$ cat config.mk
export PLATFORM = sky130hd
export DESIGN_NAME = winograd_f4_3_transform_unit
export DESIGN_NICKNAME = d
export VERILOG_FILES = /design/src/hw/rtl/wft_pkg.sv /design/src/hw/rtl/wft_premix.sv /design/src/hw/rtl/wft_lane.sv /design/src/hw/rtl/winograd_f4_3_transform_unit.sv
export SDC_FILE = /design/constraint.sdc
export NUM_CORES = 2
export LEC_CHECK = 0
export BUFFER_PORTS_ARGS = -buffer_cell sky130_fd_sc_hd__buf_4
export CAP_MARGIN = 20
export CORE_MARGIN = 1.5
export CORE_UTILIZATION = 45
export DETAILED_ROUTE_END_ITERATION = 10
export SYNTH_ARGS = -nofsm -noshare
export SYNTH_HDL_FRONTEND = slang
export SYNTH_SLANG_ARGS = --single-unit
$ cat constraint.sdc
create_clock -name clk -period 10.6 [get_ports clk]
set_input_delay 2.12 -clock clk [delete_from_list [all_inputs] [get_ports clk]]
set_output_delay 2.12 -clock clk [all_outputs]
set_load 0.02 [all_outputs]
$ cat src/hw/rtl/wft_pkg.sv
// shared types and constants for the winograd f(4,3) transform unit
// no dependencies; imported by every module of the block
package wft_pkg;

  localparam int DATA_WIDTH = 16;
  localparam int RES_W      = DATA_WIDTH + 5;
  localparam int CNT_W      = 3;
  localparam int NUM_LANES  = 6;

  // filter numerator magnitudes stay at or below 7 * 2^(DATA_WIDTH-1) plus rounding bias
  localparam int DIV_W  = DATA_WIDTH + 2;
  localparam int K6     = DIV_W + 3;
  localparam int K24    = DIV_W + 5;
  localparam int PROD_W = 2 * DIV_W + 1;

  localparam logic [DIV_W:0] RECIP_6  = (DIV_W + 1)'(((64'd1 << K6) + 64'd5) / 64'd6);
  localparam logic [DIV_W:0] RECIP_24 = (DIV_W + 1)'(((64'd1 << K24) + 64'd23) / 64'd24);

  localparam logic [1:0] CMD_FILTER = 2'd0;
  localparam logic [1:0] CMD_INPUT  = 2'd1;
  localparam logic [1:0] CMD_OUTPUT = 2'd2;

  localparam logic [CNT_W-1:0] COUNT_NONE = 3'd0;
  localparam logic [CNT_W-1:0] COUNT_FOUR = 3'd4;
  localparam logic [CNT_W-1:0] COUNT_SIX  = 3'd6;

  typedef logic signed [DATA_WIDTH-1:0] data_t;
  typedef logic signed [RES_W-1:0]      res_t;

  typedef enum logic [1:0] {
    DIV_NONE = 2'd0,
    DIV_BY4  = 2'd1,
    DIV_BY6  = 2'd2,
    DIV_BY24 = 2'd3
  } div_mode_t;

  typedef struct packed {
    res_t      num;
    div_mode_t mode;
    logic      neg;
  } lane_req_t;

  typedef struct packed {
    logic ld1;
    logic ld2;
  } pipe_ctrl_t;

endpackage

$ cat src/hw/rtl/wft_premix.sv
// forms the exact numerator, divide mode and sign for each result lane
// depends on wft_pkg
module wft_premix (
  input  logic [1:0]                 command,
  input  wft_pkg::data_t             vals [wft_pkg::NUM_LANES],
  output wft_pkg::lane_req_t         req  [wft_pkg::NUM_LANES],
  output logic [wft_pkg::CNT_W-1:0]  count
);
  import wft_pkg::*;

  res_t s [NUM_LANES];
  res_t even;
  res_t quad;

  always_comb begin
    for (int i = 0; i < NUM_LANES; i++) begin
      s[i] = {{(RES_W - DATA_WIDTH){vals[i][DATA_WIDTH-1]}}, vals[i]};
    end
    even = s[0] + s[2];
    quad = s[0] + (s[2] <<< 2);
    for (int i = 0; i < NUM_LANES; i++) begin
      req[i] = '{num: '0, mode: DIV_NONE, neg: 1'b0};
    end
    count = COUNT_NONE;
    case (command)
      CMD_FILTER: begin
        req[0] = '{num: s[0],               mode: DIV_BY4,  neg: 1'b0};
        req[1] = '{num: even + s[1],        mode: DIV_BY6,  neg: 1'b1};
        req[2] = '{num: even - s[1],        mode: DIV_BY6,  neg: 1'b1};
        req[3] = '{num: quad + (s[1] <<< 1), mode: DIV_BY24, neg: 1'b0};
        req[4] = '{num: quad - (s[1] <<< 1), mode: DIV_BY24, neg: 1'b0};
        req[5] = '{num: s[2],               mode: DIV_NONE, neg: 1'b0};
        count  = COUNT_SIX;
      end
      CMD_INPUT: begin
        req[0].num = (s[0] <<< 2) - (s[2] <<< 2) - s[2] + s[4];
        req[1].num = s[3] + s[4] - ((s[1] + s[2]) <<< 2);
        req[2].num = ((s[1] - s[2]) <<< 2) + (s[4] - s[3]);
        req[3].num = ((s[3] - s[1]) <<< 1) + (s[4] - s[2]);
        req[4].num = ((s[1] - s[3]) <<< 1) + (s[4] - s[2]);
        req[5].num = (s[1] <<< 2) - (s[3] <<< 2) - s[3] + s[5];
        count      = COUNT_SIX;
      end
      CMD_OUTPUT: begin
        req[0].num = s[0] + s[1] + s[2] + s[3] + s[4];
        req[1].num = (s[1] - s[2]) + ((s[3] - s[4]) <<< 1);
        req[2].num = (s[1] + s[2]) + ((s[3] + s[4]) <<< 2);
        req[3].num = (s[1] - s[2]) + ((s[3] - s[4]) <<< 3) + s[5];
        count      = COUNT_FOUR;
      end
      default: begin
        count = COUNT_NONE;
      end
    endcase
  end

endmodule

$ cat src/hw/rtl/wft_lane.sv
// one result lane: rounding divide by 4, 6 or 24 (or pass) in two stages
// depends on wft_pkg
module wft_lane (
  input  logic                clk,
  input  wft_pkg::pipe_ctrl_t ctrl,
  input  wft_pkg::lane_req_t  req,
  output wft_pkg::res_t       result
);
  import wft_pkg::*;

  // stage 1: magnitude plus half divisor
  div_mode_t        mode1_r;
  logic             neg1_r;
  logic [DIV_W-1:0] mag1_r;
  res_t             num1_r;
  res_t             result_r;

  res_t             abs_v;
  res_t             bias;
  res_t             biased;
  logic [DIV_W:0]   recip;
  logic [PROD_W-1:0] prod;
  logic [DIV_W-1:0] quot;
  res_t             quot_ext;
  res_t             result_nxt;

  always_comb begin
    abs_v = req.num[RES_W-1] ? -req.num : req.num;
    case (req.mode)
      DIV_BY4:  bias = RES_W'(2);
      DIV_BY6:  bias = RES_W'(3);
      DIV_BY24: bias = RES_W'(12);
      default:  bias = '0;
    endcase
    biased = abs_v + bias;
  end

  always_ff @(posedge clk) begin
    if (ctrl.ld1) begin
      mode1_r <= req.mode;
      neg1_r  <= req.num[RES_W-1] ^ req.neg;
      mag1_r  <= biased[DIV_W-1:0];
      num1_r  <= req.num;
    end
  end

  // stage 2: reciprocal multiply, restore sign
  always_comb begin
    recip = (mode1_r == DIV_BY24) ? RECIP_24 : RECIP_6;
    prod  = PROD_W'(mag1_r) * PROD_W'(recip);
    case (mode1_r)
      DIV_BY4:  quot = mag1_r >> 2;
      DIV_BY6:  quot = DIV_W'(prod >> K6);
      DIV_BY24: quot = DIV_W'(prod >> K24);
      default:  quot = '0;
    endcase
    quot_ext = RES_W'(quot);
    if (mode1_r == DIV_NONE) begin
      result_nxt = num1_r;
    end else begin
      result_nxt = neg1_r ? -quot_ext : quot_ext;
    end
  end

  always_ff @(posedge clk) begin
    if (ctrl.ld2) begin
      result_r <= result_nxt;
    end
  end

  assign result = result_r;

endmodule

$ cat src/hw/rtl/winograd_f4_3_transform_unit.sv
// top level of the winograd f(4,3) 1-d transform unit
// depends on wft_pkg, wft_premix and wft_lane
//
// usage:
//   the input channel (in_valid/in_ready) takes one word per tile: a command
//   (filter, input or output transform) and six signed q8.8 elements
//   the result channel (out_valid/out_ready) returns one word per tile: six
//   signed q13.8 results and the count of meaningful results (6, 4 or 0)
//   six lanes work on the six result elements side by side; each lane has
//   a bias/magnitude stage and a reciprocal-multiply stage, and the output
//   register gathers the lanes together with the count
// throughput: 1 word per cycle while out_ready is high, set by the two-stage lane
//   pipeline; the lane multiplier (18 x 19 bits) sits alone in the second stage
// reset: rst_n low empties the pipeline, out_valid drops and in_ready rises
// stalls: when out_ready is low the result holds in the output register;
//   one more word can still enter the first stage before in_ready falls
module winograd_f4_3_transform_unit (
  input  logic                          clk,
  input  logic                          rst_n,
  input  logic                          in_valid,
  output logic                          in_ready,
  input  logic [1:0]                    in_command,
  input  wft_pkg::data_t                in_value_0,
  input  wft_pkg::data_t                in_value_1,
  input  wft_pkg::data_t                in_value_2,
  input  wft_pkg::data_t                in_value_3,
  input  wft_pkg::data_t                in_value_4,
  input  wft_pkg::data_t                in_value_5,
  output logic                          out_valid,
  input  logic                          out_ready,
  output wft_pkg::res_t                 out_result_0,
  output wft_pkg::res_t                 out_result_1,
  output wft_pkg::res_t                 out_result_2,
  output wft_pkg::res_t                 out_result_3,
  output wft_pkg::res_t                 out_result_4,
  output wft_pkg::res_t                 out_result_5,
  output logic [wft_pkg::CNT_W-1:0]     out_result_count
);
  import wft_pkg::*;

  logic             v1_r;
  logic             v1_nxt;
  logic             v2_r;
  logic             v2_nxt;
  logic [CNT_W-1:0] count1_r;
  logic [CNT_W-1:0] count2_r;
  logic             adv1;
  logic             adv2;
  pipe_ctrl_t       ctrl;

  data_t            vals     [NUM_LANES];
  lane_req_t        req      [NUM_LANES];
  res_t             lane_res [NUM_LANES];
  logic [CNT_W-1:0] count;

  assign vals[0] = in_value_0;
  assign vals[1] = in_value_1;
  assign vals[2] = in_value_2;
  assign vals[3] = in_value_3;
  assign vals[4] = in_value_4;
  assign vals[5] = in_value_5;

  // pipeline advance: a stage loads when the stage after it has room
  assign adv2     = !v2_r || out_ready;
  assign adv1     = !v1_r || adv2;
  assign ctrl.ld1 = in_valid && adv1;
  assign ctrl.ld2 = v1_r && adv2;
  assign in_ready = adv1;
  assign v1_nxt   = adv1 ? in_valid : v1_r;
  assign v2_nxt   = adv2 ? v1_r : v2_r;

  always_ff @(posedge clk) begin
    if (!rst_n) begin
      v1_r <= 1'b0;
      v2_r <= 1'b0;
    end else begin
      v1_r <= v1_nxt;
      v2_r <= v2_nxt;
    end
  end

  always_ff @(posedge clk) begin
    if (ctrl.ld1) begin
      count1_r <= count;
    end
    if (ctrl.ld2) begin
      count2_r <= count1_r;
    end
  end

  wft_premix u_premix (
    .command (in_command),
    .vals    (vals),
    .req     (req),
    .count   (count)
  );

  for (genvar g = 0; g < NUM_LANES; g++) begin : g_lane
    wft_lane u_lane (
      .clk    (clk),
      .ctrl   (ctrl),
      .req    (req[g]),
      .result (lane_res[g])
    );
  end

  // merge: lane outputs and count form the result word
  assign out_valid        = v2_r;
  assign out_result_0     = lane_res[0];
  assign out_result_1     = lane_res[1];
  assign out_result_2     = lane_res[2];
  assign out_result_3     = lane_res[3];
  assign out_result_4     = lane_res[4];
  assign out_result_5     = lane_res[5];
  assign out_result_count = count2_r;

  a_stage1_moves: assert property (@(posedge clk) disable iff (!rst_n)
    (v1_r && !(v2_r && !out_ready)) |=> v2_r)
    else $error("occupied first stage did not move to output");

  a_ready_room: assert property (@(posedge clk) disable iff (!rst_n)
    (v1_r && v2_r && !out_ready) |-> !in_ready)
    else $error("input accepted with full pipeline");

  a_count_code: assert property (@(posedge clk) disable iff (!rst_n)
    out_valid |-> (out_result_count == COUNT_SIX || out_result_count == COUNT_FOUR ||
                   out_result_count == COUNT_NONE))
    else $error("bad result count");

  a_four_zero_tail: assert property (@(posedge clk) disable iff (!rst_n)
    (out_valid && out_result_count == COUNT_FOUR) |-> (out_result_4 == '0 && out_result_5 == '0))
    else $error("output transform left nonzero tail");

  a_none_zero: assert property (@(posedge clk) disable iff (!rst_n)
    (out_valid && out_result_count == COUNT_NONE) |-> (out_result_0 == '0 && out_result_3 == '0))
    else $error("unused command produced nonzero result");

endmodule

Word level (Yosys, flattened, before mapping)
Index checks and enable logic that the tools add are counted.

Bits in registers: 361. Input bits: 102. Word-level logic and storage cells: 150.

Eq/ne operators: 20. Reduce and logical (&&, ||, !) cells: 11. Bitwise gates (word level): 5. Add/subtract/negate cells: 47. $mul: 5. Muxes and demuxes: 33.

Operator list (number): $pmux 21 s3 (4); $pmux 16 s3 (5); $mux 21 (10); $mul 18x18->36 const B (5); $add 21x21->21 (6); $add 21x16->21 (5); $neg 16->21 (5); $sub 16x16->17 (6); $mux 18 (5); $neg 18->18 (5); $pmux 21 s2 (2); $add 18x5->18 (4); $add 16x16->17 (4); $sub 19x16->20 (2); $sub 18x18->19 (2); $add 17x16->18 (2); $pmux 4 s3 (3); $eq 2x2->1 const B (11); $sub 21x21->21 (1); $add 19x17->20 (1); $sub 19x17->20 (1); $add 16x18->19 (1); $add 18x18->18 (1); $sub 17x16->18 (1); other kinds (12) (29).

Depth between registers and ports, before layout
Depth after elaboration: 8. Mapped depth: 39. Depth with buffers taken out: 38.

Hierarchy
A second synthesis with hierarchy kept.

Cells, all modules: 9405. Area total of the unflattened synthesis: 83622.7 sq um.

By module, submodules not included: wft_lane at g_lane[0].u_lane ... (times used 3, area each 10217.3 sq um, cells an instance 1084); wft_premix (times used 1, area each 22168.8 sq um, cells an instance 2925); wft_lane at g_lane[3].u_lane (times used 1, area each 10470.0 sq um, cells an instance 1100); wft_lane at g_lane[5].u_lane (times used 1, area each 10148.5 sq um, cells an instance 1071); wft_lane at g_lane[4].u_lane (times used 1, area each 9899.5 sq um, cells an instance 1042); winograd_f4_3_transform_unit (times used 1, area each 284.0 sq um, cells an instance 15).

Worst setup path before layout
No wires, ideal clock.

Path type: input-to-reg. Start point: input port in_value_1[0]. End point: register g_lane[3].u_lane.mag1_r[6] (data pin). Cell stages on the path: 38. Setup slack: 1.192 ns. Setup time: 0.264 ns. Data arrival time: 9.143 ns. Path through: inv_1 -> ha_1 -> inv_1 -> fa_1 -> nand2_1 -> nand2_1 -> a21oi_1 -> o21ai_0 -> a21oi_1 -> o21ai_0 -> a21oi_1 -> o21bai_1 -> a21oi_1 -> o31ai_1 -> a211oi_1 -> a211oi_1 -> o31a_1 -> fa_1 -> [2 not listed] -> a21o_1 -> a21o_1 -> a21o_1 -> a211oi_1 -> a211oi_1 -> a211oi_2 -> clkbuf_1 -> nor2_1 -> mux2i_1 -> nor2_1 -> a21oi_1 -> ha_1 -> inv_1 -> fa_1 -> or4_1 -> a21oi_1 -> a221oi_1 -> xnor2_1.

Word-level cells in the longest chain between the ends: 7. Elaborated cells on any way between the ends: 10.

RTL lines: from (decl) (RTL line winograd_f4_3_transform_unit.sv:24) `input wft_pkg::data_t in_value_1,`; $sub 16x16->17 (RTL line wft_premix.sv:48) `req[3].num = (s[1] - s[2]) + ((s[3] - s[4]) <<< 3) + s[5];`; $add 21x21->21 (RTL line wft_premix.sv:48); $add 21x16->21 (RTL line wft_premix.sv:48); $pmux 21 s3 (*) (RTL line wft_premix.sv:25) `case (command)`; $neg 18->18 (RTL line wft_lane.sv:28) `abs_v = req.num[RES_W-1] ? -req.num : req.num;`; $mux 18 (*) (RTL line wft_lane.sv:28); $add 18x5->18 (*) (RTL line wft_lane.sv:35) `biased = abs_v + bias;`; net g_lane[3].u_lane.biased[6] (RTL line wft_lane.sv:20) `res_t biased;`; to (signal assigned) (RTL line wft_lane.sv:42) `mag1_r <= biased[DIV_W-1:0];`; to (decl) (RTL line wft_lane.sv:14) `logic [DIV_W-1:0] mag1_r;`.

Mark *: on every way through the listed nets, which the timed path passes. The rest lies on a longest branch. A chain may end at the register's enable or synchronous reset.

Worst setup path in the final report
Start point: input port in_value_2[2]. End point: register g_lane[3].u_lane.mag1_r[6] (data pin).

Word-level cells in the longest chain between the ends: 7. Elaborated cells on any way between the ends: 11.

RTL lines: from (decl) (RTL line winograd_f4_3_transform_unit.sv:25) `input wft_pkg::data_t in_value_2,`; $sub 16x16->17 (RTL line wft_premix.sv:48); $add 21x21->21 (RTL line wft_premix.sv:48); $add 21x16->21 (RTL line wft_premix.sv:48); $pmux 21 s3 (*) (RTL line wft_premix.sv:25); $neg 18->18 (RTL line wft_lane.sv:28); $mux 18 (*) (RTL line wft_lane.sv:28); $add 18x5->18 (*) (RTL line wft_lane.sv:35); net g_lane[3].u_lane.biased[6] (RTL line wft_lane.sv:20).

Marks and branches as above.

==> results_dict.tcl <==
set metrics [dict create \
    drtIter0Drc 3951 \
    vias 53720 \
    dp_hpwl_um 190700 \
    grt_usage 0.3046 \
    drc_errors 0 \
    die_w_um 381.5 \
    relSlewSlack 0.1378 \
    postRouteAntennaNets 0 \
    synth.top_cells.by_count "inv_1 (1,276), ha_1 (1,100), fa_1 (554)" \
    start_util 0.4542 \
    synth_area_um2 64460 \
    synthFlopType "edfxtp_1" \
    synth_top_cell_by_area "ha_1" \
    first_global_vias 53900 \
    fillCellCount 13540 \
    required_ns 10.94 \
    cp_num_buf_inv 4 \
    chipHeight_um 381.5 \
    post_drt_wl_per_cell_um 24.05 \
    crit_family "compound AO/OA/AOI/OAI gates" \
    core_area_um2 141900 \
    cts_root_buf "clkbuf_16" \
    ioPinCount 233 \
    synth_most_common_cell "inv_1" \
    worstMarginPinSlew_ns 1.293 \
    synth.area.top_cells "ha_1 (21%), fa_1 (17%), edfxtp_1 (16%)" \
    critPathKind "in2reg" \
    synth_top_area_frac 0.2135 \
    drt_wl_total_um 224600 \
    end_kind "flip-flop" \
    drt-pass1-iter-count 9 \
    die-area_um2 145500 \
    period_needed_ns 9.676 \
    numClockSinks 347 \
    yosysWarnings 0 \
    grt_max_degree 149 \
    viasPerCell 5.752 \
    cp.arrival_ns 10.02 \
    cts_tree "yes" \
    status "completed" \
    port-buffer-count 231 \
    netlist_instances 7214 \
    htreeDepth 2 \
    syn_nets 8970 \
    setup_tns_ns 0 \
    rsz0062_at_grt "false" \
    synth_edf_count 345 \
    clock_path_buffers 3 \
    synth.avg_cell_area_um2 8.936 \
    cp-start-kind "input pin" \
    slew_violations 0 \
    final-hold-violation-count 0 \
    cpMaxStageDelayCell "o31ai_1" \
    setup_viol 0 \
    worst_clock_skew_ns 0.05288 \
    drive_above_1_share 0.06714 \
    maxCapViolations 0 \
    area_delta_synth_final_pct 8.647 \
    rows 138 \
    async_flop_share 0 \
    cp_max_fo 6 \
    cts_made_buffers 44 \
    ys_ff_latch 347 \
    grt_pass1_wl_um 333500 \
    fmax_mhz 103.3 \
    period_share 0.9128 \
    final_nets 9169 \
    overflow 0 \
    final_util 0.4935 \
    path_clk_slew_ns 0.05 \
    clk_latency_ns 0.66 \
    hold_class "reg2reg" \
    worst_path_most_repeated_cell "a21oi_1" \
    ctsResizeCount 0 \
    synthDistinctLibCells 117 \
    cp_slowest_stage_delay_ns 0.53 \
    yosysSeqAreaShare 0.1613 \
    hold_buffers 0 \
    antenna_found_initial 6 \
    place.gp.congestion 0.9998 \
    cts_setup_buffers 0 \
]
-- state kept, by name, indices dropped and copies added, names as in the netlist --
register	cells
count1_r	2
g_lane.u_lane.result	126
out_result_count	2
v1_r	1
g_lane.u_lane.mag1_r	87
out_valid	1
g_lane.u_lane.num1_r	124
g_lane.u_lane.mode1_r	1
g_lane.u_lane.neg1_r	3
-- layer usage --
metal | wire length (um) | global-route usage | up-vias | part of all wire
met3 | 15070 | 0.04646 | 360 | 0.067
li1 | - | - | 25230 | -
met5 | 18 | 0 | - | 0.000080
met4 | 9053 | 0.1065 | 2 | 0.040
met2 | 101800 | 0.4972 | 1795 | 0.45
met1 | 98680 | 0.4092 | 26330 | 0.44
-- worst register-to-register path, delay by kind of cell (launching register included) --
family / cells / cell delay (ns)
AOI/OAI and AO/OA: 10 / 3.79
DFF: 1 / 0.53
and+or+nand+nor: 1 / 0.46
adders and majority gates: 7 / 3.30
buffers and inverters: 2 / 0.15
-- final cells by class --
cell class,count,area [um2],share of cell area
Multi-Input combinational cell,5415,48570,0.6935
Sequential cell,347,10400,0.1485
Inverter,1288,4840,0.06910
Timing Repair Buffer,317,2401,0.03428
Tap cell,1890,2365,0.03377
Clock buffer,49,1141,0.01629
Clock inverter,31,312.8,0.004466
Antenna cell,2,5.005,0.00007146
-- placed cells by master, fill, tap and decap left out, drive strengths merged, types with 121 or more instances in the layout --
cell type | Yosys | layout
a21oi | 481 | 481
xor2 | 171 | 171
inv | 1280 | 1282
fa | 554 | 554
edfxtp | 345 | 345
nor2 | 453 | 453
o21ai | 324 | 324
nor3 | 121 | 121
ha | 1100 | 1100
xnor2 | 373 | 373
buf | 51 | 316
a21o | 144 | 144
nand2 | 334 | 334
-- logic make-up (layout without fill, tap and decap cells) --
group,count (synthesis),in the layout,synth area share
buffers and inverters,1452,1685,0.08597
other,1,3,0.00005817
muxes,74,74,0.01188
xor gates and xnor gates,544,544,0.07415
adders and majority gates,1654,1654,0.3856
DFF,347,347,0.1613
and+or+nand+nor,1474,1474,0.1123
AOI/OAI and AO/OA,1668,1668,0.1687
-- worst paths after layout --
| path | startpoint | to | slack (ns) | cells after the start |
|---|---|---|---|---|
| worst max-delay path | in_value_2[2] | g_lane[3].u_lane.mag1_r[6] | 0.92 | 37 |
| worst max register to register | g_lane[2].u_lane.mag1_r[1] | g_lane[2].u_lane.result[18] | 1.95 | 20 |
| worst min-delay path | g_lane[5].u_lane.num1_r[1] | g_lane[5].u_lane.result[1] | 0.42 | 0 |
| worst min register to register | g_lane[5].u_lane.num1_r[1] | g_lane[5].u_lane.result[1] | 0.42 | 0 |
-- per-stage QoR --
stage | hold slack (ns) | std cells | instance area (um2) | setup slack (ns)
floorplan | 0.4003 | 7214 | 64460 | 1.192
global placement | 0.4012 | 9252 | 68540 | 0.3775
detailed placement | 0.4056 | 9253 | 68550 | 0.4460
CTS | 0.4195 | 9333 | 70000 | 1.080
global route | 0.4227 | 9337 | 70030 | 0.4890
finish | 0.4209 | 9339 | 70040 | 0.9239
Power is not shown: default switching activity piles up to over one toggle a cycle in this logic, so the estimate is an artifact.
